<file path="config.mk">
export PLATFORM = sky130hd
export DESIGN_NAME = json_string_unescape_utf8_flat
export DESIGN_NICKNAME = d
export VERILOG_FILES = /design/src/hdl/jsu_pkg.sv /design/src/hdl/jsu_if.sv /design/src/hdl/jsu_core.sv /design/src/hdl/json_string_unescape_utf8.sv /design/src/flat_wrapper.sv
export SDC_FILE = /design/constraint.sdc
export NUM_CORES = 1
export LEC_CHECK = 0
export ABC_CLOCK_PERIOD_IN_PS = 4640
export BUFFER_PORTS_ARGS = -buffer_cell sky130_fd_sc_hd__buf_4
export CAP_MARGIN = 20
export CELL_PAD_IN_SITES_DETAIL_PLACEMENT = 0
export CELL_PAD_IN_SITES_GLOBAL_PLACEMENT = 2
export CORE_MARGIN = 5
export CORE_UTILIZATION = 36
export DETAILED_ROUTE_END_ITERATION = 8
export GPL_TIMING_DRIVEN = 0
export PLACE_DENSITY = 0.8
export REMOVE_ABC_BUFFERS = 1
export SLEW_MARGIN = 20
export SYNTH_ARGS = -nofsm -noshare
export SYNTH_HDL_FRONTEND = slang
export SYNTH_SLANG_ARGS = --single-unit
</file>
<file path="constraint.sdc">
create_clock -name clk -period 4.64 [get_ports clk]
set_input_delay 0 -clock clk [delete_from_list [all_inputs] [get_ports clk]]
set_output_delay 0 -clock clk [all_outputs]
set_load 0.1 [all_outputs]
</file>
<file path="src/hdl/jsu_pkg.sv">
// ----------------------------------------------------------------------------
// jsu_pkg
// Shared types and codes for the JSON string unescaper: the input beat, the
// result beat, the status codes and the source characters it recognizes.
// ----------------------------------------------------------------------------
package jsu_pkg;

    // Status codes carried with every result beat
    localparam logic [1:0] ST_WAIT = 2'd0;
    localparam logic [1:0] ST_IN   = 2'd1;
    localparam logic [1:0] ST_DONE = 2'd2;
    localparam logic [1:0] ST_ERR  = 2'd3;

    // Source characters
    localparam logic [7:0] CH_QUOTE   = 8'h22;
    localparam logic [7:0] CH_BSLASH  = 8'h5C;
    localparam logic [7:0] CH_SLASH   = 8'h2F;
    localparam logic [7:0] CH_B       = 8'h62;
    localparam logic [7:0] CH_F       = 8'h66;
    localparam logic [7:0] CH_N       = 8'h6E;
    localparam logic [7:0] CH_R       = 8'h72;
    localparam logic [7:0] CH_T       = 8'h74;
    localparam logic [7:0] CH_U       = 8'h75;
    localparam logic [7:0] CTRL_LIMIT = 8'h20;

    // Decoded control characters
    localparam logic [7:0] CC_BS = 8'h08;
    localparam logic [7:0] CC_FF = 8'h0C;
    localparam logic [7:0] CC_LF = 8'h0A;
    localparam logic [7:0] CC_CR = 8'h0D;
    localparam logic [7:0] CC_HT = 8'h09;

    typedef struct packed {
        logic [7:0] in_byte;
        logic       end_of_source;
    } item_t;

    typedef struct packed {
        logic [31:0] out_bytes;
        logic [2:0]  out_count;
        logic [1:0]  status;
    } result_t;

endpackage

</file>
<file path="src/hdl/jsu_if.sv">
// ----------------------------------------------------------------------------
// jsu_if
// Valid/ready channels for the source byte stream and the decoded stream.
// ----------------------------------------------------------------------------
interface jsu_in_if;
    logic       valid;
    logic       ready;
    logic [7:0] in_byte;
    logic       end_of_source;

    modport source (output valid, output in_byte, output end_of_source, input ready);
    modport sink   (input valid, input in_byte, input end_of_source, output ready);
endinterface

interface jsu_out_if;
    logic        valid;
    logic        ready;
    logic [31:0] out_bytes;
    logic [2:0]  out_count;
    logic [1:0]  status;

    modport source (output valid, output out_bytes, output out_count, output status,
                    input ready);
    modport sink   (input valid, input out_bytes, input out_count, input status,
                    output ready);
endinterface

</file>
<file path="src/hdl/jsu_core.sv">
// ----------------------------------------------------------------------------
// jsu_core
// Decode state machine: one source byte per load, registered result beat.
// ----------------------------------------------------------------------------
module jsu_core (
    input  logic            clk,
    input  logic            rst_n,
    input  logic            load,
    input  jsu_pkg::item_t  item,
    output jsu_pkg::result_t result
);
    import jsu_pkg::*;

    typedef enum logic [2:0] {
        M_IDLE,
        M_NORMAL,
        M_ESC,
        M_HEX1,
        M_PAIR_BS,
        M_PAIR_U,
        M_HEX2
    } mode_t;

    typedef struct packed {
        logic [31:0] bytes;
        logic [2:0]  count;
    } enc_t;

    mode_t       mode_reg, mode_next;
    logic [1:0]  seen_reg, seen_next;
    logic [15:0] accum_reg, accum_next;
    logic [9:0]  hs_reg, hs_next;
    result_t     result_reg, result_next;

    logic [7:0]  b;
    logic        hex_ok;
    logic [3:0]  hex_val;
    logic [15:0] unit;
    logic [20:0] pair_cp;
    logic        unit_high, unit_low;
    enc_t        enc_bmp, enc_pair;

    // Encode a code point already known to be valid
    function automatic enc_t utf8_encode(input logic [20:0] cp);
        enc_t e;
        e = '0;
        if (cp <= 21'h7F) begin
            e.bytes = {24'd0, cp[7:0]};
            e.count = 3'd1;
        end
        else if (cp <= 21'h7FF) begin
            e.bytes = {16'd0, 2'b10, cp[5:0], 3'b110, cp[10:6]};
            e.count = 3'd2;
        end
        else if (cp <= 21'hFFFF) begin
            e.bytes = {8'd0, 2'b10, cp[5:0], 2'b10, cp[11:6], 4'b1110, cp[15:12]};
            e.count = 3'd3;
        end
        else begin
            e.bytes = {2'b10, cp[5:0], 2'b10, cp[11:6], 2'b10, cp[17:12],
                       5'b11110, cp[20:18]};
            e.count = 3'd4;
        end
        return e;
    endfunction

    assign b = item.in_byte;

    always_comb
    begin
        hex_ok  = 1'b1;
        hex_val = b[3:0];
        if (b >= 8'h30 && b <= 8'h39)
        begin
            hex_val = b[3:0];
        end
        else if ((b >= 8'h61 && b <= 8'h66) || (b >= 8'h41 && b <= 8'h46))
        begin
            hex_val = b[3:0] + 4'd9;
        end
        else
        begin
            hex_ok = 1'b0;
        end
    end

    assign unit      = {accum_reg[11:0], hex_val};
    assign unit_high = (unit[15:10] == 6'b110110);
    assign unit_low  = (unit[15:10] == 6'b110111);
    assign pair_cp   = 21'h10000 + {1'b0, hs_reg, unit[9:0]};
    assign enc_bmp   = utf8_encode({5'd0, unit});
    assign enc_pair  = utf8_encode(pair_cp);

    always_comb
    begin
        mode_next   = mode_reg;
        seen_next   = seen_reg;
        accum_next  = accum_reg;
        hs_next     = hs_reg;
        result_next = '0;
        result_next.status = ST_IN;

        if (mode_reg == M_IDLE || mode_reg > M_HEX2)
        begin
            // Wait for the opening quote, drop everything else
            mode_next          = M_IDLE;
            result_next.status = ST_WAIT;
            if (!item.end_of_source && b == CH_QUOTE)
            begin
                mode_next          = M_NORMAL;
                result_next.status = ST_IN;
            end
        end
        else if (item.end_of_source)
        begin
            result_next.status = ST_ERR;
        end
        else
        begin
            case (mode_reg)
                M_NORMAL:
                begin
                    if (b == CH_QUOTE)
                        result_next.status = ST_DONE;
                    else if (b == CH_BSLASH)
                        mode_next = M_ESC;
                    else if (b < CTRL_LIMIT)
                        result_next.status = ST_ERR;
                    else
                    begin
                        result_next.out_bytes = {24'd0, b};
                        result_next.out_count = 3'd1;
                    end
                end
                M_ESC:
                begin
                    mode_next             = M_NORMAL;
                    result_next.out_count = 3'd1;
                    if (b == CH_QUOTE || b == CH_BSLASH || b == CH_SLASH)
                        result_next.out_bytes = {24'd0, b};
                    else if (b == CH_B)
                        result_next.out_bytes = {24'd0, CC_BS};
                    else if (b == CH_F)
                        result_next.out_bytes = {24'd0, CC_FF};
                    else if (b == CH_N)
                        result_next.out_bytes = {24'd0, CC_LF};
                    else if (b == CH_R)
                        result_next.out_bytes = {24'd0, CC_CR};
                    else if (b == CH_T)
                        result_next.out_bytes = {24'd0, CC_HT};
                    else
                    begin
                        result_next.out_count = 3'd0;
                        if (b == CH_U)
                        begin
                            mode_next  = M_HEX1;
                            seen_next  = 2'd0;
                            accum_next = 16'd0;
                        end
                        else
                            result_next.status = ST_ERR;
                    end
                end
                M_PAIR_BS:
                begin
                    if (b == CH_BSLASH)
                        mode_next = M_PAIR_U;
                    else
                        result_next.status = ST_ERR;
                end
                M_PAIR_U:
                begin
                    if (b == CH_U)
                    begin
                        mode_next  = M_HEX2;
                        seen_next  = 2'd0;
                        accum_next = 16'd0;
                    end
                    else
                        result_next.status = ST_ERR;
                end
                M_HEX1, M_HEX2:
                begin
                    if (!hex_ok)
                        result_next.status = ST_ERR;
                    else
                    begin
                        accum_next = unit;
                        seen_next  = seen_reg + 2'd1;
                        if (seen_reg == 2'd3)
                        begin
                            // Fourth digit: the unit is complete
                            if (mode_reg == M_HEX1)
                            begin
                                if (unit_high)
                                begin
                                    hs_next   = unit[9:0];
                                    mode_next = M_PAIR_BS;
                                end
                                else if (unit_low)
                                    result_next.status = ST_ERR;
                                else
                                begin
                                    result_next.out_bytes = enc_bmp.bytes;
                                    result_next.out_count = enc_bmp.count;
                                    mode_next             = M_NORMAL;
                                end
                            end
                            else if (unit_low)
                            begin
                                result_next.out_bytes = enc_pair.bytes;
                                result_next.out_count = enc_pair.count;
                                mode_next             = M_NORMAL;
                            end
                            else
                                result_next.status = ST_ERR;
                        end
                    end
                end
                default:
                begin
                    mode_next = M_IDLE;
                end
            endcase
        end

        // Completion or error: clear the decode state and drop the bytes
        if (result_next.status == ST_ERR || result_next.status == ST_DONE)
        begin
            mode_next             = M_IDLE;
            seen_next             = 2'd0;
            accum_next            = 16'd0;
            hs_next               = 10'd0;
            result_next.out_bytes = 32'd0;
            result_next.out_count = 3'd0;
        end
    end

    always_ff @(posedge clk or negedge rst_n)
    begin
        if (!rst_n)
        begin
            mode_reg   <= M_IDLE;
            seen_reg   <= 2'd0;
            accum_reg  <= 16'd0;
            hs_reg     <= 10'd0;
            result_reg <= '0;
        end
        else if (load)
        begin
            mode_reg   <= mode_next;
            seen_reg   <= seen_next;
            accum_reg  <= accum_next;
            hs_reg     <= hs_next;
            result_reg <= result_next;
        end
    end

    assign result = result_reg;

endmodule

</file>
<file path="src/hdl/json_string_unescape_utf8.sv">
// ----------------------------------------------------------------------------
// json_string_unescape_utf8
// Turns the source bytes of a JSON string literal into UTF-8 bytes.
// ----------------------------------------------------------------------------
// Path: an accepted source beat is held in the input register, then passes
//   through the decode logic into the result register once that register is free.
// Throughput: one source beat per cycle while the result side keeps taking beats.
// Reset: rst_n clears both valid flags and the decode state; the block then
//   waits for an opening quote.
module json_string_unescape_utf8 (
    input  logic       clk,
    input  logic       rst_n,
    jsu_in_if.sink     text,
    jsu_out_if.source  decoded
);
    import jsu_pkg::*;

    item_t   item_reg;
    logic    item_valid_reg;
    logic    out_valid_reg, out_valid_next;
    logic    advance;
    result_t result;

    // Advance the held byte into decode when the result register is free or
    // being emptied this cycle.
    assign advance    = item_valid_reg && (!out_valid_reg || decoded.ready);
    assign text.ready = !item_valid_reg || advance;

    // Hold the source beat in the input register; payload needs no reset
    always_ff @(posedge clk)
    begin
        if (text.valid && text.ready)
        begin
            item_reg.in_byte       <= text.in_byte;
            item_reg.end_of_source <= text.end_of_source;
        end
    end

    always_ff @(posedge clk or negedge rst_n)
    begin
        if (!rst_n)
            item_valid_reg <= 1'b0;
        else if (text.ready)
            item_valid_reg <= text.valid;
    end

    // Result beat stays valid until taken; a new one replaces it on advance
    always_comb
    begin
        out_valid_next = out_valid_reg;
        if (advance)
            out_valid_next = 1'b1;
        else if (decoded.ready)
            out_valid_next = 1'b0;
    end

    always_ff @(posedge clk or negedge rst_n)
    begin
        if (!rst_n)
            out_valid_reg <= 1'b0;
        else
            out_valid_reg <= out_valid_next;
    end

    jsu_core u_core (
        .clk    (clk),
        .rst_n  (rst_n),
        .load   (advance),
        .item   (item_reg),
        .result (result)
    );

    assign decoded.valid     = out_valid_reg;
    assign decoded.out_bytes = result.out_bytes;
    assign decoded.out_count = result.out_count;
    assign decoded.status    = result.status;

    // A held byte is never lost while the result side stalls
    a_item_held: assert property (@(posedge clk) disable iff (!rst_n)
        item_valid_reg && !advance |=> item_valid_reg)
        else $error("held source beat dropped");

    // An accepted beat always lands in the input register
    a_accept_lands: assert property (@(posedge clk) disable iff (!rst_n)
        text.valid && text.ready |=> item_valid_reg)
        else $error("accepted source beat not captured");

    // Completion, error and waiting beats carry no bytes
    a_no_bytes: assert property (@(posedge clk) disable iff (!rst_n)
        out_valid_reg && (result.status == ST_DONE || result.status == ST_ERR ||
                          result.status == ST_WAIT)
        |-> (result.out_count == 3'd0 && result.out_bytes == 32'd0))
        else $error("bytes emitted outside a string");

    // Never more than four bytes in one beat
    a_count_range: assert property (@(posedge clk) disable iff (!rst_n)
        out_valid_reg |-> result.out_count <= 3'd4)
        else $error("byte count out of range");

    // Decode advances only when the result register can take the beat
    a_advance_safe: assert property (@(posedge clk) disable iff (!rst_n)
        advance |=> out_valid_reg)
        else $error("decoded beat lost");

endmodule

</file>
<file path="src/flat_wrapper.sv">
// flat-port wrapper written by rule: the top's interface ports become plain ports
module json_string_unescape_utf8_flat import jsu_pkg::*;
  (clk, rst_n, text_valid, text_in_byte, text_end_of_source, text_ready, decoded_valid, decoded_out_bytes, decoded_out_count, decoded_status, decoded_ready);
  jsu_in_if text_i ();
  jsu_out_if decoded_i ();
  input  logic clk;
  input  logic rst_n;
  input wire logic [$bits(text_i.valid)-1:0] text_valid;
  input wire logic [$bits(text_i.in_byte)-1:0] text_in_byte;
  input wire logic [$bits(text_i.end_of_source)-1:0] text_end_of_source;
  output wire logic [$bits(text_i.ready)-1:0] text_ready;
  output wire logic [$bits(decoded_i.valid)-1:0] decoded_valid;
  output wire logic [$bits(decoded_i.out_bytes)-1:0] decoded_out_bytes;
  output wire logic [$bits(decoded_i.out_count)-1:0] decoded_out_count;
  output wire logic [$bits(decoded_i.status)-1:0] decoded_status;
  input wire logic [$bits(decoded_i.ready)-1:0] decoded_ready;
  assign text_i.valid = text_valid;
  assign text_i.in_byte = text_in_byte;
  assign text_i.end_of_source = text_end_of_source;
  assign text_ready = text_i.ready;
  assign decoded_valid = decoded_i.valid;
  assign decoded_out_bytes = decoded_i.out_bytes;
  assign decoded_out_count = decoded_i.out_count;
  assign decoded_status = decoded_i.status;
  assign decoded_i.ready = decoded_ready;
  json_string_unescape_utf8 u_core (.clk(clk), .rst_n(rst_n), .text(text_i), .decoded(decoded_i));
endmodule
</file>
== After elaboration in Yosys (flattened, before gate mapping) ==
Index checks and enable logic that the tools add are counted.
Cells by class
  $add $sub $neg: 3
  $lt $le $gt $ge: 13
  equality and inequality tests: 38
  multiplexer cells: 101
  reductions and logical operators: 28
Operators by type and width (count)
  35-bit two-way mux: 10
  16-bit two-way mux: 11
  37-bit two-way mux: 4
  35-bit one-hot mux with 3 select lines: 1
  10-bit two-way mux: 8
  3-bit two-way mux: 19
  8-bit by 7-bit equality test with 1-bit output (second input constant): 7
  2-bit two-way mux: 27
  27-bit two-way mux: 2
  16-bit one-hot mux with 3 select lines: 1
  32-bit two-way mux: 1
  4-bit two-way mux: 7
  3-bit != test (second input constant): 8
  4-bit != test (second input constant): 6
  17-bit by 20-bit adder with 21-bit output (first input constant): 1
  21-bit by 11-bit <= comparator with 1-bit output (second input constant): 1
  21-bit by 16-bit <= comparator with 1-bit output (second input constant): 1
  21-bit by 7-bit <= comparator with 1-bit output (second input constant): 1
  8-bit by 6-bit equality test with 1-bit output (second input constant): 2
  8-bit by 7-bit greater-or-equal comparator with 1-bit output (second input constant): 2
  16-bit by 11-bit <= comparator with 1-bit output (second input constant): 1
  16-bit by 7-bit <= comparator with 1-bit output (second input constant): 1
  8-bit by 7-bit <= comparator with 1-bit output (second input constant): 2
  3-bit one-hot mux with 5 select lines: 1
  other kinds (29): 58
Word-level totals
  flip-flop bits (word level): 79
  input bits: 13
  output and inout bits: 39
  word-level logic and storage cells: 194

== Depth between registers and ports, before layout ==
  depth in word-level cells: 21
  mapped depth: 13
  mapped depth without buffers: 11

== By module ==
Synthesis repeated with hierarchy kept, for this count alone.
Second synthesis, totals
  cells, all modules: 536
  area total of the unflattened synthesis: 4732.0 um^2
Modules (own cells, without submodules)
  jsu_core: instances 1, cells an instance 519, area an instance 4357.9 um^2, seq. area each 1501.4 um^2
  json_string_unescape_utf8: instances 1, cells an instance 17, area an instance 374.1 um^2, seq. area each 320.3 um^2

== Worst setup path after synthesis ==
No wires, ideal clock.
  kind: register -> register
  from: reg u_core.item_reg[1] (netlist bit)
  to: reg u_core.u_core.result_reg, in the netlist u_core.u_core.result[5]
  setup time: 95 ps
  arrival time: 3295 ps
  required time: 4545 ps
  setup slack: 1249 ps
  cell stages (with the launch flop): 13
  buffers on the path: 1
  period minus slack after synthesis: 3391 ps
  path through: edfxtp_1 -> inv_1 -> ha_1 -> or4b_1 -> a31o_1 -> a211o_1 -> and3_4 -> buf_6 -> nor3_4 -> mux2i_1 -> or2_0 -> a31oi_1 -> o31ai_1
Between the ends
  word-level cells in the longest chain between the ends: 18
  elaborated cells between the ends (all ways): 76
  those cells by class: 2 x add/sub; 12 x order compare; 11 x eq/ne; 43 x mux; 8 x reduce/logical
RTL lines
  start, declared: line json_string_unescape_utf8.sv:18  | item_t item_reg;
  8-bit by 7-bit greater-or-equal comparator with 1-bit output or 8-bit by 7-bit <= comparator with 1-bit output (tied branches): line jsu_core.sv:77  | else if ((b >= 8'h61 && b <= 8'h66) || (b >= 8'h41 && b <= 8'h46))
  1-bit logical AND: line jsu_core.sv:77
  1-bit logical OR: line jsu_core.sv:77
  4-bit two-way mux: line jsu_core.sv:77
  4-bit two-way mux: line jsu_core.sv:73  | if (b >= 8'h30 && b <= 8'h39)
  17-bit by 20-bit adder with 21-bit output: line jsu_core.sv:90  | assign pair_cp = 21'h10000 + {1'b0, hs_reg, unit[9:0]};
  21-bit by 16-bit <= comparator with 1-bit output: line jsu_core.sv:55  | else if (cp <= 21'hFFFF) begin
  35-bit two-way mux: line jsu_core.sv:55
  (+2 left out)
  35-bit two-way mux: line jsu_core.sv:209  | else if (unit_low)
  37-bit two-way mux: line jsu_core.sv:193  | if (mode_reg == M_HEX1)
  37-bit two-way mux: line jsu_core.sv:190  | if (seen_reg == 2'd3)
  35-bit two-way mux: line jsu_core.sv:184  | if (!hex_ok)
  35-bit one-hot mux with 3 select lines: line jsu_core.sv:120  | case (mode_reg)
  35-bit two-way mux: line jsu_core.sv:114  | else if (item.end_of_source)
  35-bit two-way mux: line jsu_core.sv:103  | if (mode_reg == M_IDLE || mode_reg > M_HEX2)
  35-bit two-way mux (*): line jsu_core.sv:228  | if (result_next.status == ST_ERR || result_next.status == ST_DONE)
  end signal, assigned: line jsu_core.sv:255  | result_reg <= result_next;
  end, declared: line jsu_core.sv:33  | result_t result_reg, result_next;
Mark *: on every way between the ends. The rest lies on a longest branch, timed or not.
A chain may end at the register's enable or synchronous reset.

== Worst setup path in the final report ==
Ends and elaborated chain as after synthesis.

==> qor.yml <==
outcome:
  outcome: "complete, no violations"
worst_setup_path:
  r2r_start: "u_core.item_reg[1]$_DFFE_PP_"
  cp_data_required_time_ps: 4890
  path_cells: "inv_1 > ha_1 > or4b_1 > a31o_1 > a211o_1 > and3_4 > nor3_4 > mux2i_1 > or2_0 > a31oi_1 > o31ai_1"
  crit_type: "reg2reg"
  startpoint_type: "flop"
  crit_family: "simple AND/OR/NAND/NOR gates"
  max_stage_delay_ps: 770
  arrival_ps: 4250
  critPathLaunch: "u_core.item_reg[1]$_DFFE_PP_"
  path_buf_inv: 1
  crit_path_end_kind: "flop"
  crit_fanout: 12
  slowest_stage: "mux2i_1"
timing:
  max_freq_mhz: 250
  slew_headroom_pct: 33.5
  rsz0062_at_grt: "no"
  finClkSkew_ps: 6.43
  hold_viol_final: 0
  fin_crit_sh_pct: 86.1
  maxSlewViolCount: 0
  finalSetupTns_ps: 0
  fin_crit_ps: 3990
  setup_viol_count_final: 0
  worst_slew_pin_slew_ps: 987
layout:
  fin_util_pct: 43.9
  drive_above_1_share_pct: 14.9
  fin_nets: 600
  fillers: 1280
  syn2layout_area_growth_pct: 19.1
  largest_register_ffs: 33
  antenna_cells: 0
yosys:
  yosys_warnings: 0
  ys_top_cells_by_area: "dfrtp_1, edfxtp_1, nand2_1"
  yosysUniqueCellTypes: 81
  syn_area_per_cell_um2: 8.64
  yosys.area.top_type: "dfrtp_1"
  synth-edff-count: 9
  netlist_instances: 540
  synth_area_um2: 4670
  ys_dominant_reg_cell: "dfrtp_1"
  synth_top_cell_area_share_pct: 33.3
  synth-async-reset-ratio_pct: 87.3
  ys_seq_area_share_pct: 39.0
  ys_seq_elements: 71
power:
  cellPowerDensity_nw_per_um2: 394
  leakage_nw: 2.29
  vdd_ir_drop_max_mv: 0.186
floorplan:
  initial_core_util_pct: 36.8
  fp.dieH_um: 124
  die_area_um2: 15300
  core_area_um2: 12700
  die_w_um: 124
  rows: 41
  io_pins: 52
routing:
  dr.pass1.iters: 5
  vias_per_cell: 5.88
  drt-initial-drc-count: 465
  drt-wirelength-per-cell_um: 20.5
  antenna_left: 0
  wl_mm: 15.5
  num_vias: 4443
  drc: 0
clock_tree:
  clk_pin_slew_ps: 60
  clockRootBuffer: "clkbuf_16"
  cts_tree: "built"
  h-tree-depth: 3
  cts_setup_buffers: 0
  clockBufferDepth: 2
  numCtsBuffers: 9
  clock_sinks: 71
  insertion_delay_ps: 350
global_route:
  grtUsageTotal_pct: 21.2
  grt-ovfl-total: 0
  grt_pass1_wl_mm: 24.4
  grt_max_degree: 63
  grt_antenna_before_repair: 0
  grt_pass1_vias: 4211
place:
  place_hpwl_mm: 11.2
  portBuffers: 48
  globalplace.congestion: 0.941
worst_hold_path:
  hold_path.class: "in2async"
flow_run:
  drv_cap: 0
[cells by family (layout without fill, tap and decap cells)]
kind of cell / Yosys count / in the layout / share of synthesized area, %
adder cells (fa/ha/maj): 7 / 7 / 1.88
flip-flops: 71 / 71 / 39.0
AO/OA/AOI/OAI: 197 / 197 / 29.3
buffers and inverters: 51 / 93 / 4.93
other: 1 / 3 / 0.0804
XOR/XNOR: 7 / 7 / 1.31
multiplexers: 3 / 3 / 0.670
AND/OR/NAND/NOR: 203 / 203 / 22.8
[path summary, 6_finish.rpt]
path / endpoint / slack [ps] / depth (start not counted)
setup / recovery: u_core.u_core.result[5]$_DFFE_PN0P_ / 650 / 11
min in group clk: u_core.item_reg[1]$_DFFE_PP_ / 370 / 2
max in group asynchronous: u_core.u_core.result[3]$_DFFE_PN0P_ / 3800 / 2
hold / removal: u_core.u_core.result[1]$_DFFE_PN0P_ / 270 / 2
hold reg to reg: u_core.u_core.result[3]$_DFFE_PN0P_ / 480 / 2
setup reg to reg: u_core.u_core.result[5]$_DFFE_PN0P_ / 650 / 11
[layer usage]
layer  global-route usage [%]  vias to the layer above  wire, um
met1                     30.8                     2160      7180
li1                         -                     2097         -
met3                     3.91                       19      1050
met2                     31.2                      167      6940
met4                     7.96                        0       336
met5                        0                        -         0
[worst register-to-register path: cells and delay by family (launching register included)]
| family | cells | cell delay [ps] |
|---|---|---|
| simple gates | 4 | 1210 |
| compound gates | 4 | 910 |
| mux | 1 | 770 |
| flops | 1 | 520 |
| fa+ha+maj | 1 | 300 |
| buf+inv | 1 | 190 |
[cell usage in the layout (no fill, tap or decap), types with 13 or more instances in the layout]
cell and count:
a22oi_1 16, o21ai_0 24, a22o_1 17, buf_4 48, nand2_1 70, dfrtp_1 62, a21oi_1 31, nor2_1 40
o21ai_1 29, dlygate4sd3_1 13, inv_1 14
[layout make-up]
class	count	area, um2	share of cell area (%)
clock buffers	10	239	4.30
clock inverters	5	81.3	1.46
inverters	16	60.1	1.08
multi-input cells	420	2620	47.2
flip-flops and latches	71	1820	32.8
well taps	172	215	3.87
repair buffers	62	518	9.32
[cells in the mapped netlist (3+ instances only)]
cell type,n
o22ai_1,4
buf_4,4
a22oi_1,16
and3_1,6
edfxtp_1,9
o31ai_1,11
nor2_1,40
nor3_1,8
a31oi_1,5
and2_1,10
nor2b_1,6
inv_1,14
o21a_1,6
nand3b_1,4
or3_1,6
nand4_1,3
a21oi_1,31
o21ai_0,24
a22o_1,17
ha_1,7
o311ai_0,3
a211oi_1,3
a221oi_1,4
o211ai_1,6
nand3_1,10
a32o_1,4
nand2_1,71
or2_2,3
and4_1,3
clkbuf_1,21
o21ai_1,29
buf_2,7
dfrtp_1,62
o221ai_1,5
a21o_1,6
xnor2_1,5
nand2b_1,9
[where the power goes]
| group | leakage, nW | internal [mW] | switching, mW |
|---|---|---|---|
| Clock | 0.151 | 0.482 | 0.275 |
| Combinational | 1.21 | 0.188 | 0.465 |
| Sequential | 0.936 | 0.681 | 0.100 |
[through the flow]
stage	instances	power (mW)	setup WS, ps	cell area, um2	hold WS, ps
after global placement	727	1.42	672	5080	131
after floorplan	507	1.21	1330	4500	-296
final	756	2.19	646	5560	275
after global routing	756	2.30	389	5560	376
after detailed placement	728	1.43	672	5110	143
after CTS	756	2.20	664	5560	322
[timing repair]
item                       4_1_cts  5_1_grt
resized for setup                0        0
hold endpoints to repair        73        0
setup endpoints to repair        0        0
hold buffers                    13        0
(Power assumes the default switching activity.)
